File: config.mk
export PLATFORM = sky130hd
export DESIGN_NAME = csmb_rowptr_mem
export DESIGN_NICKNAME = d
export VERILOG_FILES = /design/src/rtl/core/csmb_pkg.sv /design/src/rtl/core/csmb_rowptr_mem.sv
export SDC_FILE = /design/constraint.sdc
export NUM_CORES = 1
export LEC_CHECK = 0
export ABC_AREA = 1
export BUFFER_PORTS_ARGS = -buffer_cell sky130_fd_sc_hd__buf_2
export CORE_MARGIN = 10
export CORE_UTILIZATION = 45
export CTS_CLUSTER_SIZE = 30
export DETAILED_ROUTE_END_ITERATION = 10
export PLACE_DENSITY = 0.71
export SLEW_MARGIN = 20
export SYNTH_ARGS = -nofsm -noshare
export SYNTH_HDL_FRONTEND = slang
export SYNTH_SLANG_ARGS = --single-unit
File: constraint.sdc
create_clock -name clk_i -period 2.1 [get_ports clk_i]
set_input_delay 0.105 -clock clk_i [delete_from_list [all_inputs] [get_ports clk_i]]
set_output_delay 0.105 -clock clk_i [all_outputs]
set_load 0.01 [all_outputs]
File: src/rtl/core/csmb_pkg.sv
// Shared types and constants of the sparse row matrix builder and lookup unit.
package csmb_pkg;

  localparam int unsigned MaxRows    = 64;
  localparam int unsigned MaxCols    = 64;
  localparam int unsigned MaxEntries = 1024;

  localparam int unsigned EntryAw = $clog2(MaxEntries);
  localparam int unsigned CountW  = 11;
  localparam int unsigned RowAw   = $clog2(MaxRows + 1);
  localparam int unsigned DimW    = 7;
  localparam int unsigned IdxW    = 6;
  localparam int unsigned WordW   = 32;
  localparam int unsigned CfgIdxW = 2;

  typedef enum logic [0:0] {
    MODE_APPEND = 1'b0,
    MODE_LOOKUP = 1'b1
  } mode_e;

  typedef enum logic [1:0] {
    STATUS_OK        = 2'd0,
    STATUS_RANGE     = 2'd1,
    STATUS_FULL      = 2'd2,
    STATUS_EXHAUSTED = 2'd3
  } status_e;

  typedef enum logic [CfgIdxW-1:0] {
    CFG_NUM_ROWS = 2'd0,
    CFG_NUM_COLS = 2'd1
  } cfg_idx_e;

  typedef struct packed {
    logic [0:0]      mode;
    logic [WordW-1:0] element_word;
    logic [IdxW-1:0]  row_index;
    logic [IdxW-1:0]  col_index;
  } cmd_t;

  typedef struct packed {
    logic [WordW-1:0]  read_word;
    logic              found;
    status_e           status;
    logic [CountW-1:0] total_nonzeros;
    logic [DimW-1:0]   rows_filled;
  } res_t;

  typedef struct packed {
    logic               we;
    logic [EntryAw-1:0] addr;
    logic [WordW-1:0]   value;
    logic [IdxW-1:0]    col;
  } entry_wr_t;

  typedef struct packed {
    logic [WordW-1:0] value;
    logic [IdxW-1:0]  col;
  } entry_rd_t;

  typedef struct packed {
    logic              we;
    logic [RowAw-1:0]  addr;
    logic [CountW-1:0] data;
  } ptr_wr_t;

endpackage

File: src/rtl/core/csmb_rowptr_mem.sv
// Row-start table: offset of the first entry of each row, entry zero reads as zero.
module csmb_rowptr_mem (
  input  logic                            clk_i,
  input  csmb_pkg::ptr_wr_t               wr_i,
  input  logic [csmb_pkg::RowAw-1:0]      rd_addr_i,
  output logic [csmb_pkg::CountW-1:0]     rd_data_o
);

  logic [csmb_pkg::CountW-1:0] mem_q [csmb_pkg::MaxRows + 1];
  logic [csmb_pkg::CountW-1:0] rd_q;
  logic                        rd_zero_q;

  // Entry zero is never written; the first row always starts at offset zero.
  always_ff @(posedge clk_i) begin
    if (wr_i.we) begin
      mem_q[wr_i.addr] <= wr_i.data;
    end
    rd_q      <= mem_q[rd_addr_i];
    rd_zero_q <= (rd_addr_i == '0);
  end

  assign rd_data_o = rd_zero_q ? '0 : rd_q;

endmodule
[After elaboration in Yosys (flattened, before gate mapping)]
Memories as Yosys holds them, arrays and structs flattened. A register that Yosys moved wholly into a read port is not among the register bits.
Cells that the tools add are included.
W data, S select, Z words.
Cells by class
  mux-type cells: 3
  reductions and logical operators: 1
Operators by type and width (count)
  $mux W11: 1
  $logic_not A7 Y1: 1
  $mux W1: 2
Word-level totals
  flip-flop bits (word level): 1
  RAM bits: 715
  bits of input ports: 27
  output and inout bits: 11
  memories kept: 1
Memory list
  mem_q: depth 65, width 11, rd ports 1, clocked after Yosys merged registers in 1, wr ports 1, line csmb_rowptr_mem.sv:9  | logic [csmb_pkg::CountW-1:0] mem_q [csmb_pkg::MaxRows + 1];

[Logic depth before layout (Yosys ltp)]
  word-level depth: 2
  depth in mapped cells: 16
  mapped depth without buffers: 13

[Least setup slack after synthesis]
OpenSTA, ideal clock, no wires.
  path type: input to register
  from: in wr_i[18] (netlist name)
  to: mem mem_q[16][0] (netlist name), enable pin
  arrival: 1.165 ns
  slack: 0.557 ns
  stages on the path: 3
  cells stage by stage: clkbuf_1 -> nand3_1 -> nor2_1
Between the ends
  word-level cells in the longest chain between the ends: 2
RTL lines
  from (decl): line csmb_rowptr_mem.sv:4  | input csmb_pkg::ptr_wr_t wr_i,
  $mux W1: line csmb_rowptr_mem.sv:15  | if (wr_i.we) begin
  $mux W1 (implied by the code): line csmb_rowptr_mem.sv:16  | mem_q[wr_i.addr] <= wr_i.data;
  to (decl): line csmb_rowptr_mem.sv:9
Every way passes these cells.

==> impl_metrics.env <==
export IMPL_status="finished clean"
export IMPL_fp_dieH_um=283
export IMPL_hold_viol_final=0
export IMPL_htreeDepth=3
export IMPL_cts_tree="yes"
export IMPL_synthXorXnorAreaFrac_pct=0
export IMPL_drt_wl_total_mm=78.4
export IMPL_worst_slew_pin_slew_ns=1.00
export IMPL_synth_most_common_cell="nand2_1"
export IMPL_die_w_um=283
export IMPL_rows=96
export IMPL_reg2reg_setup_slack_ns=0.53
export IMPL_dr_pass1_iters=5
export IMPL_synth_top_family_by_area="simple AND/OR/NAND/NOR gates"
export IMPL_synth_simple_gate_area_share_pct=21.6
export IMPL_worstPathMaxFanout=14
export IMPL_start_util_pct=45.4
export IMPL_ys_flop_type="edfxtp_1"
export IMPL_netlist_area_um2=31100
export IMPL_setup_tns_ns=0
export IMPL_max_stage_delay_ns=0.80
export IMPL_dpl_cell_area_um2=33200
export IMPL_die_area_um2=80100
export IMPL_io_buffers=37
export IMPL_synth_seq_area_share_pct=69.8
export IMPL_cts_clk_slew_worst_paths_ns=0.07
export IMPL_synth_mux_area_share_pct=0
export IMPL_async_flop_share_pct=0
export IMPL_wire_per_inst_um=19.0
export IMPL_slew_violations=0
export IMPL_avgSynthCellArea_um2=10.2
export IMPL_antenna_left=0
export IMPL_cts_root_buffer="clkbuf_16"
export IMPL_cp_cell_sequence="dlygate4sd3_1, buf_2, nor2_1, nand2_1, nand3_1, nor2_1, nor2_1"
export IMPL_yosys_area_top_type="edfxtp_1"
export IMPL_crit_arrival_ns=2.25
export IMPL_synthAdderAreaFrac_pct=0
export IMPL_critPathRequiredTime_ns=2.64
export IMPL_grt_usage_pct=19.2
export IMPL_maxSlewHeadroom_pct=32.8
export IMPL_crit_family="simple AND/OR/NAND/NOR gates"
export IMPL_leakagePower_nw=14.7
export IMPL_finalInstanceArea_um2=35600
export IMPL_synth_edf_count=715
export IMPL_clkSinkCount=727
export IMPL_fmax_ghz=0.585
export IMPL_yosys_top_cells_area="edfxtp_1 (69%), nand2_1 (12%), nand3_1 (5.2%)"
export IMPL_ios=38
export IMPL_setup_viol=0
export IMPL_fp_coreArea_um2=68600
export IMPL_power_total_w=0.0308
export IMPL_hpwl_mm=46.3
export IMPL_grt_pass1_wl_mm=119
export IMPL_powerDensity_nw_per_um2=866
export IMPL_viasPerCell=5.10
export IMPL_syn2layout_area_growth_pct=14.3
export IMPL_ys_ff_latch=727
export IMPL_grt_pass1_vias=20000
export IMPL_yosys_top_cells_count="nand2_1 (1028), edfxtp_1 (715), inv_1 (413), nand3_1 (324), nor2_1 (314)"
export IMPL_cp_start_kind="primary input"
export IMPL_cp_end_kind="flip-flop"
export IMPL_drive_gt1_share_pct=8.62
export IMPL_antenna_found_initial=6
export IMPL_skew_ns=0.0310
export IMPL_grt_start_max_net_pins=98
export IMPL_yosysWarningCount=0
export IMPL_whs_ns=0.0220
export IMPL_netlist_area_leader_share_pct=69.0
export IMPL_clk_latency_ns=0.63
export IMPL_finalNetCount=3174
export IMPL_cts_resized=0
export IMPL_final_period_utilization_pct=81.3
export IMPL_crit_top_cell="nor2_1"
export IMPL_fillers=5757
export IMPL_cap_violations=0
export IMPL_finalCriticalPeriod_ns=1.71
export IMPL_route_detailed_drc=0
export IMPL_synth_compound_gate_area_share_pct=1.33
export IMPL_drt_initial_drc_count=2555
export IMPL_timing_critical_path_buf_inv=2
export IMPL_globalplace_congestion=0.917
export IMPL_path_class="primary input to flip-flop"
export IMPL_cts_buffers=72
export IMPL_ys_types=22
export IMPL_cp_slowest_cell="nor2_1"
export IMPL_num_vias=21100
export IMPL_grt_overflow=0
export IMPL_rsz0062_at_grt="no"
export IMPL_ir_drop_uv=522
export IMPL_synth_fp_nets=3075
export IMPL_postSynthCellCount=3048
export IMPL_worstHoldPathType="primary input to flip-flop"
export IMPL_cts_path_max_buffers=3
[per-layer routing]
| layer | GRT usage (%) | vias to the layer above | wire length, µm |
|---|---|---|---|
| met1 | 26.7 | 9930 | 32500 |
| met2 | 29.4 | 998 | 35200 |
| met4 | 7.27 | 4 | 2600 |
| li1 | - | 10000 | - |
| met5 | 0 | - | 21 |
| met3 | 3.69 | 160 | 8090 |
[cells by family (layout without fill, tap and decap cells)]
| group | count (synthesis) | after routing |
|---|---|---|
| compound gates | 82 | 82 |
| flops | 727 | 727 |
| simple gates | 1678 | 1678 |
| other cells | 0 | 3 |
| buf+inv | 561 | 716 |
[sequential cells by signal (all words and copies together) (netlist names)]
register and count:
mem_q 715, rd_zero_q 1, rd_q 11
[final cells by class]
cell class | count | area [µm²] | area share [%]
flip-flops and latches | 727 | 21700 | 61.1
multi-input cells | 1760 | 7160 | 20.1
clock buffers | 96 | 2000 | 5.62
repair buffers | 170 | 1620 | 4.55
inverters | 416 | 1570 | 4.42
well taps | 931 | 1160 | 3.28
clock inverters | 34 | 328 | 0.922
diodes | 3 | 7.51 | 0.0211
[metrics by stage]
step	util, %	setup slack [ns]	instances
after floorplan	-	0.557	3048
after global placement	48.4	0.0675	4002
after detailed placement	48.4	0.0724	4002
after CTS	51.8	0.511	4134
after global routing	51.8	0.333	4134
final	51.8	0.392	4137
[path summary, 6_finish.rpt]
check,start,end,depth (start not counted)
setup reg to reg,mem_q[56][8]$_DFFE_PP_,rd_q[8]$_DFF_P_,10
hold reg to reg,mem_q[64][7]$_DFFE_PP_,rd_q[7]$_DFF_P_,2
hold / removal,wr_i[5],mem_q[1][5]$_DFFE_PP_,2
setup / recovery,rd_addr_i[5],rd_q[9]$_DFF_P_,7
[cells in the final DEF (no fill, tap or decap), types with 19 or more instances in the layout]
cell,instances
nand2_1,1028
edfxtp_1,715
inv_1,413
nand3_1,324
nor2_1,312
buf_4,98
clkbuf_16,77
o21ai_0,61
buf_2,35
buf_12,33
clkbuf_1,19
[where the power goes]
group | total, W | leakage [nW] | switching [W] | internal [W]
logic | 0.00201 | 7.05 | 0.00145 | 0.000560
clock network | 0.0128 | 1.14 | 0.00532 | 0.00745
registers | 0.0160 | 6.53 | 0.0000328 | 0.0160
[timing repair]
item / in CTS / in global routing
hold endpoints to repair: 2 / 0
hold buffers: 2 / 0
setup buffers: 0 / 0
No activity file was read; power rests on OpenSTA's default activity.
